===== src/rtl/core/pcps_pkg.sv =====
// Package for the PCM channel peak statistics block.
// Holds shared constants, types and the CRC-32 step function; no dependencies.
`default_nettype none
package pcps_pkg;
	localparam int DEF_MAX_CHANNELS = 8;
	localparam int DEF_COUNTER_BITS = 48;
	localparam int SAMPLE_BITS = 16;
	localparam int CFG_IDX_BITS = 4;
	localparam int CFG_DATA_BITS = 4;
	localparam logic [CFG_IDX_BITS-1:0] REG_CHANNEL_COUNT = 4'd0;
	localparam logic [CFG_IDX_BITS-1:0] REG_CRC_ENABLE = 4'd1;
	localparam logic [3:0] CHANNEL_COUNT_RESET = 4'd2;
	localparam logic [15:0] CLIP_POS = 16'h7fff;
	localparam logic [15:0] CLIP_NEG = 16'h8000;
	localparam logic [31:0] CRC_POLY = 32'hedb88320;

	typedef enum logic {
		MODE_FRAME = 1'b0,
		MODE_REPORT = 1'b1
	} mode_t;

	// One 16-bit sample, low byte first, through the reflected CRC-32.
	function automatic logic [31:0] crc_sample(input logic [31:0] crc, input logic [15:0] raw);
		logic [31:0] c;
		c = ~crc;
		for (int i = 0; i < 16; i++) begin
			c = c ^ {31'd0, raw[i]};
			c = c[0] ? ((c >> 1) ^ CRC_POLY) : (c >> 1);
		end
		return ~c;
	endfunction
endpackage
`default_nettype wire


===== src/rtl/core/pcps_lane.sv =====
// One channel lane: peak, absolute sum, clip count and CRC accumulators.
// Depends on pcps_pkg.
`default_nettype none
module pcps_lane
	import pcps_pkg::*;
#(
	parameter int COUNTER_BITS = DEF_COUNTER_BITS
) (
	input wire logic clk,
	input wire logic arst_n,
	input wire logic update,
	input wire logic crc_on,
	input wire logic [15:0] sample,
	output logic [15:0] peak,
	output logic [COUNTER_BITS-1:0] sum,
	output logic [COUNTER_BITS-1:0] clips,
	output logic [31:0] crc
);
	localparam logic [COUNTER_BITS-1:0] LIMIT = '1;
	logic [15:0] mag;
	logic [COUNTER_BITS:0] sum_wide;
	logic is_clip;

	// Magnitude of the sample; -32768 gives 32768.
	assign mag = sample[15] ? (16'd0 - sample) : sample;
	assign is_clip = (sample == CLIP_POS) || (sample == CLIP_NEG);
	assign sum_wide = {1'b0, sum} + {{(COUNTER_BITS-15){1'b0}}, mag};

	// Accumulators update on each accepted frame.
	always_ff @(posedge clk or negedge arst_n) begin
		if (!arst_n) begin
			peak <= '0;
			sum <= '0;
			clips <= '0;
			crc <= '0;
		end else if (update) begin
			if (mag > peak) peak <= mag;
			sum <= sum_wide[COUNTER_BITS] ? LIMIT : sum_wide[COUNTER_BITS-1:0];
			if (is_clip && clips != LIMIT) clips <= clips + 1'b1;
			if (crc_on) crc <= crc_sample(crc, sample);
		end
	end
endmodule
`default_nettype wire


===== src/rtl/core/pcps_report.sv =====
// Back part: walks the active channels of a report and fills a two-entry output queue.
// Depends on pcps_pkg.
`default_nettype none
module pcps_report
	import pcps_pkg::*;
#(
	parameter int MAX_CHANNELS = DEF_MAX_CHANNELS,
	parameter int COUNTER_BITS = DEF_COUNTER_BITS,
	localparam int CW = (MAX_CHANNELS > 1) ? $clog2(MAX_CHANNELS) : 1
) (
	input wire logic clk,
	input wire logic arst_n,
	input wire logic start,
	input wire logic [3:0] n_active,
	input wire logic [MAX_CHANNELS-1:0][15:0] peak,
	input wire logic [MAX_CHANNELS-1:0][COUNTER_BITS-1:0] sum,
	input wire logic [MAX_CHANNELS-1:0][COUNTER_BITS-1:0] clips,
	input wire logic [MAX_CHANNELS-1:0][31:0] crc,
	input wire logic [COUNTER_BITS-1:0] frames,
	output logic busy,
	output logic empty,
	input wire logic pop,
	output logic [2:0] channel_index,
	output logic [15:0] peak_level,
	output logic [47:0] abs_sum,
	output logic [47:0] clipped_count,
	output logic [31:0] crc_value,
	output logic [47:0] frame_total,
	output logic last_line
);
	typedef struct packed {
		logic [2:0] idx;
		logic [15:0] peak;
		logic [47:0] sum;
		logic [47:0] clips;
		logic [31:0] crc;
		logic [47:0] frames;
		logic last;
	} line_t;

	logic active_q;
	logic [CW-1:0] ch_q;
	logic [3:0] last_q;
	line_t buf_q [2];
	logic rd_q, wr_q;
	logic [1:0] cnt_q;
	logic push_line, pop_line, fin;
	line_t line;

	assign busy = active_q;
	assign empty = (cnt_q == 2'd0);
	assign pop_line = pop && !empty;
	assign push_line = active_q && (cnt_q != 2'd2 || pop_line);
	assign fin = ({{(4-CW){1'b0}}, ch_q} == last_q);

	// Build the line of the current channel.
	always_comb begin
		line.idx = 3'({{(4-CW){1'b0}}, ch_q});
		line.peak = peak[ch_q];
		line.sum = 48'({{(64-COUNTER_BITS){1'b0}}, sum[ch_q]});
		line.clips = 48'({{(64-COUNTER_BITS){1'b0}}, clips[ch_q]});
		line.crc = crc[ch_q];
		line.frames = 48'({{(64-COUNTER_BITS){1'b0}}, frames});
		line.last = fin;
	end

	// Channel walk and queue pointers.
	always_ff @(posedge clk or negedge arst_n) begin
		if (!arst_n) begin
			active_q <= 1'b0;
			ch_q <= '0;
			last_q <= '0;
			rd_q <= 1'b0;
			wr_q <= 1'b0;
			cnt_q <= '0;
		end else begin
			if (start) begin
				active_q <= 1'b1;
				ch_q <= '0;
				last_q <= n_active - 4'd1;
			end else if (push_line) begin
				ch_q <= ch_q + 1'b1;
				if (fin) active_q <= 1'b0;
			end
			if (push_line) wr_q <= ~wr_q;
			if (pop_line) rd_q <= ~rd_q;
			cnt_q <= cnt_q + {1'b0, push_line} - {1'b0, pop_line};
		end
	end

	// Queue payload.
	always_ff @(posedge clk) begin
		if (push_line) buf_q[wr_q] <= line;
	end

	assign channel_index = buf_q[rd_q].idx;
	assign peak_level = buf_q[rd_q].peak;
	assign abs_sum = buf_q[rd_q].sum;
	assign clipped_count = buf_q[rd_q].clips;
	assign crc_value = buf_q[rd_q].crc;
	assign frame_total = buf_q[rd_q].frames;
	assign last_line = buf_q[rd_q].last;
endmodule
`default_nettype wire


===== src/rtl/core/pcm_channel_peak_stats_top.sv =====
// Top level of the PCM channel peak statistics block.
// Depends on pcps_pkg, pcps_lane and pcps_report.
//
// A sample frame updates every active lane in the cycle it is accepted, so frames
// stream at one item per clock. During a report the back part walks the active
// channels and writes one line per clock into a two-entry output queue while the
// queue has room; new items wait (full high) only while a report walk is running.
`default_nettype none
module pcm_channel_peak_stats_top
	import pcps_pkg::*;
#(
	parameter int MAX_CHANNELS = DEF_MAX_CHANNELS,
	parameter int COUNTER_BITS = DEF_COUNTER_BITS
) (
	input wire logic clk,
	input wire logic arst_n,
	input wire logic push,
	output logic full,
	input wire logic mode,
	input wire logic signed [15:0] sample_0,
	input wire logic signed [15:0] sample_1,
	input wire logic signed [15:0] sample_2,
	input wire logic signed [15:0] sample_3,
	input wire logic signed [15:0] sample_4,
	input wire logic signed [15:0] sample_5,
	input wire logic signed [15:0] sample_6,
	input wire logic signed [15:0] sample_7,
	output logic empty,
	input wire logic pop,
	output logic [2:0] channel_index,
	output logic [15:0] peak_level,
	output logic [47:0] abs_sum,
	output logic [47:0] clipped_count,
	output logic [31:0] crc_value,
	output logic [47:0] frame_total,
	output logic last_line,
	input wire logic cfg_valid,
	output logic cfg_ready,
	input wire logic [CFG_IDX_BITS-1:0] cfg_index,
	input wire logic [CFG_DATA_BITS-1:0] cfg_data
);
	localparam logic [COUNTER_BITS-1:0] LIMIT = '1;
	logic [3:0] chan_q;
	logic crc_en_q;
	logic [COUNTER_BITS-1:0] frames_q;
	logic [3:0] n_active;
	logic accept, busy;
	logic [7:0][15:0] samples;
	logic [MAX_CHANNELS-1:0][15:0] peak;
	logic [MAX_CHANNELS-1:0][COUNTER_BITS-1:0] sum, clips;
	logic [MAX_CHANNELS-1:0][31:0] crc;

	assign cfg_ready = 1'b1;
	assign full = busy;
	assign accept = push && !full;
	assign samples = {sample_7, sample_6, sample_5, sample_4,
		sample_3, sample_2, sample_1, sample_0};

	// Clamp the channel count to 1..MAX_CHANNELS.
	always_comb begin
		if (chan_q == 4'd0) n_active = 4'd1;
		else if (chan_q > 4'(MAX_CHANNELS)) n_active = 4'(MAX_CHANNELS);
		else n_active = chan_q;
	end

	// Configuration registers and frame counter.
	always_ff @(posedge clk or negedge arst_n) begin
		if (!arst_n) begin
			chan_q <= CHANNEL_COUNT_RESET;
			crc_en_q <= 1'b0;
			frames_q <= '0;
		end else begin
			if (cfg_valid && cfg_index == REG_CHANNEL_COUNT) chan_q <= cfg_data[3:0];
			if (cfg_valid && cfg_index == REG_CRC_ENABLE) crc_en_q <= cfg_data[0];
			if (accept && mode == MODE_FRAME && frames_q != LIMIT) frames_q <= frames_q + 1'b1;
		end
	end

	// Front part: one accumulator lane per channel.
	for (genvar g = 0; g < MAX_CHANNELS; g++) begin : g_lane
		pcps_lane #(.COUNTER_BITS(COUNTER_BITS)) u_lane (
			.clk(clk), .arst_n(arst_n),
			.update(accept && mode == MODE_FRAME && 4'(g) < n_active),
			.crc_on(crc_en_q), .sample(samples[g]),
			.peak(peak[g]), .sum(sum[g]), .clips(clips[g]), .crc(crc[g])
		);
	end

	// Back part: report lines into the output queue.
	pcps_report #(.MAX_CHANNELS(MAX_CHANNELS), .COUNTER_BITS(COUNTER_BITS)) u_report (
		.clk(clk), .arst_n(arst_n),
		.start(accept && mode == MODE_REPORT), .n_active(n_active),
		.peak(peak), .sum(sum), .clips(clips), .crc(crc), .frames(frames_q),
		.busy(busy), .empty(empty), .pop(pop),
		.channel_index(channel_index), .peak_level(peak_level), .abs_sum(abs_sum),
		.clipped_count(clipped_count), .crc_value(crc_value),
		.frame_total(frame_total), .last_line(last_line)
	);
endmodule
`default_nettype wire

===== config.mk =====
export PLATFORM = sky130hd
export DESIGN_NAME = pcm_channel_peak_stats_top
export DESIGN_NICKNAME = d
export VERILOG_FILES = /design/src/rtl/core/pcps_pkg.sv /design/src/rtl/core/pcps_lane.sv /design/src/rtl/core/pcps_report.sv /design/src/rtl/core/pcm_channel_peak_stats_top.sv
export SDC_FILE = /design/constraint.sdc
export NUM_CORES = 2
export LEC_CHECK = 0
export BUFFER_PORTS_ARGS = -buffer_cell sky130_fd_sc_hd__buf_4
export CAP_MARGIN = 15
export CORE_MARGIN = 2
export CORE_UTILIZATION = 63
export CTS_CLUSTER_SIZE = 40
export DETAILED_ROUTE_END_ITERATION = 6
export HOLD_SLACK_MARGIN = 0.1
export MAX_ROUTING_LAYER = met4
export PLACE_DENSITY_LB_ADDON = 0.2
export SLEW_MARGIN = 25
export SYNTH_ARGS = -nofsm -noshare
export SYNTH_HDL_FRONTEND = slang
export SYNTH_SLANG_ARGS = --single-unit

===== constraint.sdc =====
create_clock -name clk -period 11.65 [get_ports clk]
set_input_delay 2.9125 -clock clk [delete_from_list [all_inputs] [get_ports clk]]
set_output_delay 2.9125 -clock clk [all_outputs]
set_load 0.01 [all_outputs]

**Word-level counts from Yosys, hierarchy flattened**

Memory sizes are Yosys's and may differ from the RTL's.
Cells that the tools add are included.
W data, S select, Z words.

- Bitwise gates (word level): 275
- Equal/unequal tests: 28
- $add $sub $neg: 29
- $lt $le $gt $ge: 18
- Mux-type cells: 161
- Reductions and logical operators: 65

Operators with widths:

| kind | count |
|---|---|
| $mux W32 | 129 |
| $xor A32 B1 Y32 | 128 |
| $not A13 Y14 | 128 |
| $not A32 Y32 | 16 |
| $mux W48 | 10 |
| $add A48 B1 Y48 const B | 9 |
| $ne A48 B48 Y1 const B | 9 |
| $add A48 B16 Y49 | 8 |
| $bmux W48 S3 | 2 |
| $mux W16 | 9 |
| $eq A16 B15 Y1 const B | 8 |
| $eq A16 B16 Y1 const B | 8 |
| $gt A16 B16 Y1 | 8 |
| $sub A1 B16 Y16 const A | 8 |
| $bmux W32 S3 | 1 |
| $reduce_and A2 Y1 | 25 |
| $bmux W16 S3 | 1 |
| $logic_and A1 B1 Y1 | 24 |
| $lt A3 B4 Y1 const A | 4 |
| $logic_or A1 B1 Y1 | 9 |
| $logic_not A4 Y1 | 2 |
| $lt A1 B4 Y1 const A | 2 |
| $lt A2 B4 Y1 const A | 2 |
| $mux W4 | 2 |
| other kinds (15) | 24 |

- Memories: 1
- Register bits: 1217
- Logic and storage cells: 618
- Input port bits: 142
- Bits in writable memories: 392
- Output and inout bits: 199

Memories:

| name | words | width | read ports | clocked after Yosys merged registers in | wr ports | line | text |
|---|---|---|---|---|---|---|---|
| u_report.buf_q | 2 | 196 | 1 | 0 | 1 | pcps_report.sv:44 | `line_t buf_q [2];` |

**Longest topological paths before layout**

- Depth after elaboration: 50
- Depth in mapped cells: 18
- Depth with buffers taken out: 17

**Hierarchy**

From an unflattened synthesis, not the netlist that was laid out.

- Cell total of the unflattened synthesis: 8638
- Area, all modules: 99963.4 µm²

By module, submodules not included:

| module | area each (µm²) | instances | seq. area each (µm²) | cells each |
|---|---|---|---|---|
| pcps_lane (g_lane[0].u_lane ...) | 9165.0 | 7 | 3603.5 | 897 |
| pcps_report | 23931.7 | 1 | 12071.6 | 1182 |
| pcps_lane (g_lane[6].u_lane) | 9131.3 | 1 | 3603.5 | 903 |
| pcm_channel_peak_stats_top | 2745.1 | 1 | 1327.5 | 274 |

**Least setup slack after synthesis**

No wires, ideal clock.

- Path kind: in2reg
- Start point: in pop
- End point: mem u_report.buf_q[0][0] (netlist name), enable pin
- Required time: 10.894 ns
- Setup time: 0.756 ns
- Buffers on the path: 0
- Arrival time: 11.283 ns
- Path slack: -0.389 ns
- Cell stages on the path: 3
- Path through: nor3b_1 nand2b_1 nor2_1

- Word-level cells in the longest chain between the ends: 5

RTL lines:

| element | line | text |
|---|---|---|
| start, declared | pcm_channel_peak_stats_top.sv:29 | `input wire logic pop,` |
| $logic_and A1 B1 Y1 | pcps_report.sv:52 | `assign pop_line = pop && !empty;` |
| $logic_or A1 B1 Y1 | pcps_report.sv:53 | `assign push_line = active_q && (cnt_q != 2'd2 \|\| pop_line);` |
| $logic_and A1 B1 Y1 | pcps_report.sv:53 |  |
| $mux W1 | pcps_report.sv:93 | `if (push_line) buf_q[wr_q] <= line;` |
| $mux W1 (implied by the code) | pcps_report.sv:93 |  |
| end, declared | pcps_report.sv:44 |  |

Every way passes these cells.

**Final worst setup path**

- Start point: in sample_6[0]
- End point: reg g_lane[6].u_lane.sum[40]

- Word-level cells in the longest chain between the ends: 4

RTL lines:

| element | line | text |
|---|---|---|
| start, declared | pcm_channel_peak_stats_top.sv:26 | `input wire logic signed [15:0] sample_6,` |
| $sub A1 B16 Y16 | pcps_lane.sv:25 | `assign mag = sample[15] ? (16'd0 - sample) : sample;` |
| $mux W16 | pcps_lane.sv:25 |  |
| via g_lane[6].u_lane.mag[10] | pcps_lane.sv:20 | `logic [15:0] mag;` |
| $add A48 B16 Y49 | pcps_lane.sv:27 | `assign sum_wide = {1'b0, sum} + {{(COUNTER_BITS-15){1'b0}}, mag};` |
| $mux W48 | pcps_lane.sv:38 | `sum <= sum_wide[COUNTER_BITS] ? LIMIT : sum_wide[COUNTER_BITS-1:0];` |
| end signal, assigned | pcps_lane.sv:38 |  |
| end, declared | pcps_lane.sv:15 | `output logic [COUNTER_BITS-1:0] sum,` |

The timed path passes the listed nets, and every way through them passes these cells.
A chain may end at the register's enable or synchronous reset.

==> metrics.md <==
| Metric | Value |
|---|---|
| Longest Clk Path Bufs | 3 |
| Post-Syn Nets | between 9000 and 10000 |
| Power per Cell Area | 368 mW/mm2 |
| Max Cap Violations | 0 |
| Final hold violations | 0 |
| Largest net degree at the start of global routing | about 180 |
| Ys flop type | dfrtp_1 |
| Synth warn | 0 |
| Syn_area_per_cell | ~11 um2 |
| Row count | between 100 and 150 |
| Setup Skew | a little over 60 ps |
| Die ar. | 0.158 mm2 |
| Vias per cell | around 6.3 |
| Setup crit start | sample_6[0] |
| Initial antenna violation count | 18 |
| Startpoint Class | input pin |
| Slew @ Worst Pin | about 1200 ps |
| CTS Root Cell | clkbuf_16 |
| Core ar. | between 0.15 and 0.2 mm2 |
| Dpl cells | about 11000 |
| Remaining antenna violation count | 0 |
| Vias in the first global route | about 69000 |
| Synthesized cell area | between 0.09 and 0.1 mm2 |
| H-tree depth | 4 |
| Number of remaining DRC errors | 0 |
| Final worst-path cycle share | roughly 61% |
| Post-synthesis sequential area ratio | about 43% |
| First-pass GRT wire length | roughly 440000 um |
| Asr flop ratio synth | approximately 76% |
| First-pass DRT Iterations | 6 |
| Post-cts resize count | 0 |
| Via count | a little over 70000 |
| Hold_sp | g_lane[2].u_lane.clips[47]$_DFFE_PN0P_ |
| Fillers | around 11000 |
| Total GRT Usage | roughly two fifths |
| Port Buffer Count | roughly 340 |
| Post-DP HPWL | between 200000 and 250000 um |
| Max Fclk | ~0.14 GHz |
| Cell count after synthesis | 8676 |
| Total gr overflow | 0 |
| Slew Viols, Final | 0 |
| CTS tree | done |
| Die W | 397 um |
| Num CTS Buffers | 176 |
| Die Ht | about 400 um |
| Wirelength per Cell | around 26 um |
| Final critical-path required period | just over 7000 ps |
| Skew-Pair Late Insertion Delay | 840 ps |
| CTS clock-pin slew for the worst setup and hold paths | 60 ps |
| P_leak | around 45 nW |
| Commonest non-fill, non-tap cell in the layout | xnor2_1 |
| Rel. slew slack | between 10% and 20% |
| DR iter-0 viols | around 7600 |
| Worst Path Required | 12390 ps |
| Total Routed Length | about 290000 um |
| Distinct cell type count after synthesis | 93 |
| P&R area growth vs syn | 10.9% |
| EDFF count, synth | slightly below 400 |
| HP Class | register to register |
| Crit path kind | input pin to register |
| Most frequent cells in the layout | 1358 x xnor2_1, 1212 x dfrtp_1, 828 x nand2_1 |
| Post-CTS Hold Fix Bufs | 0 |
| Crit path arrival time | just under 8000 ps |
| Final instance count without filler cells | roughly 11000 |
| Endpoint class of the critical path | register |
| Post-CTS Setup Repair Bufs | 0 |
| Initial Util | a little under two thirds |
| # IOs | between 300 and 400 |
| Share of cells above drive strength 1 | approximately a fifth |
| Outcome | complete, no violations |
| RR Startpoint | chan_q[2]$_DFFE_PN0P_ |
| CTS Sinks | ~1600 |
| Number of synthesized register bits | about 1600 |
| Unrepaired setup endpoints after global routing | no |
| Final setup viols | 0 |
| Final nets | between 9000 and 10000 |
| Largest fanout on the critical path | 17 |
| Setup TNS | 0 ps |
| VDD IR-drop max | slightly above 700 uV |
| RePlAce Congestion | around 0.97 |
==> metal layers <==
metal  global-route usage, %  routed length, um  vias to the layer above  share of wire [%]
met4                    15.8              14300                        0                4.9
li1                        -                  -                    31500                  -
met1                    53.3             123000                    35800                 42
met2                    56.8             134000                     2966                 45
met3                    5.59              23500                      586                8.0
met5                       -                  0                        -                  0
==> worst paths after layout <==
kind,to,slack (ps),cells past startpoint
min,g_lane[2].u_lane.clips[47]$_DFFE_PN0P_,490,1
max,g_lane[6].u_lane.sum[40]$_DFFE_PN0P_,4600,14
max reg2reg,g_lane[4].u_lane.clips[45]$_DFFE_PN0P_,6860,13
max in group asynchronous,g_lane[1].u_lane.peak[3]$_DFFE_PN0P_,7310,3
min in group asynchronous,g_lane[5].u_lane.sum[35]$_DFFE_PN0P_,2000,1
min reg2reg,g_lane[2].u_lane.clips[47]$_DFFE_PN0P_,490,1
==> logic make-up after synthesis <==
kind of cell	count (synthesis)	synth area share [%]
compound gates	960	6.13
simple gates	2441	12.5
buf+inv	580	2.30
other cells	1	0.00385
xor+xnor	1953	18.9
flops	1609	43.3
mux	834	12.9
fa+ha+maj	298	3.89
==> cell usage after synthesis (15+ instances only) <==
cell	count	area share, %
xnor2_2	105	1.8
and2_1	55	0.35
or2_2	23	0.15
o22a_1	36	0.32
nor2_1	336	1.3
or3_1	46	0.30
xnor2_1	1358	12
nand3_1	341	1.8
mux2_2	535	6.2
edfxtp_1	392	12
dfrtp_1	1216	31
buf_2	40	0.21
or4_1	22	0.17
and3_1	136	0.87
o211ai_1	22	0.17
a211oi_1	16	0.12
nor2b_1	43	0.28
nand4_1	231	1.5
nor3_1	111	0.57
and4_1	71	0.64
o21ai_0	332	1.7
o41ai_1	15	0.13
clkbuf_1	256	0.99
mux4_2	288	6.7
a31oi_1	90	0.58
xor2_2	20	0.33
o21ai_1	20	0.10
nand2_1	831	3.2
nand2b_1	64	0.41
ha_1	290	3.7
o21a_1	52	0.40
xor2_1	449	4.0
a21oi_1	167	0.86
inv_1	235	0.90
a21o_1	79	0.61
xnor2_4	17	0.48
o31ai_1	40	0.31
o21bai_1	25	0.19
buf_1	42	0.16
nor4_1	62	0.40
==> sequential cells by signal, indices dropped and copies added (netlist names) <==
| name | cells |
|---|---|
| g_lane.u_lane.peak | 128 |
| u_report.rd_q | 1 |
| u_report.buf_q | 392 |
| g_lane.u_lane.crc | 256 |
| u_report.wr_q | 1 |
| chan_q | 4 |
| g_lane.u_lane.sum | 384 |
| u_report.last_q | 4 |
| u_report.busy | 1 |
| crc_en_q | 1 |
| g_lane.u_lane.clips | 384 |
| u_report.ch_q | 3 |
| u_report.cnt_q | 2 |
| frames_q | 48 |
==> worst max-delay path, cell delays in order <==
cell      delay [ps]
buf_4            180
inv_1            120
ha_1             190
or4b_2           640
or3_1            350
o41ai_1          320
xnor2_1          240
ha_1             430
nand4_1          120
o41a_1           490
a211oi_1         860
o21ai_0          280
or2_2            510
nand2_1          130
==> power by group <==
part / leakage, nW / total [mW] / internal (mW) / switching [mW]
Clock: 2.83 / 5.68 / 3.22 / 2.46
Combinational: 22.6 / 25.3 / 11.8 / 13.5
Sequential: 19.6 / 8.81 / 7.40 / 1.41
Total: 45.1 / 39.8 / 22.4 / 17.4
==> final cells by class <==
type	instances	area (um2)	area share [%]
diodes	19	47.5	0.0440
clock buffers	253	4930	4.57
clock inverters	79	946	0.875
inverters	235	882	0.816
multi-input cells	6487	53100	49.2
flip-flops and latches	1609	42200	39.1
well taps	2044	2560	2.37
repair buffers	425	3330	3.08
==> stage by stage <==
step	power [mW]	utilization (%)	hold WS, ps	cell area (um2)	setup WS [ps]
4_1_cts	39.7	70.2	487	108000	4770
3_3_place_gp	33.6	66.3	469	102000	3960
3_5_place_dp	33.9	66.3	476	102000	3960
6_report	39.8	70.2	486	108000	4600
5_1_grt	42.1	70.2	503	108000	4380
2_1_floorplan	27.9	-	450	97500	2930
No activity file was read; power rests on OpenSTA's default activity.
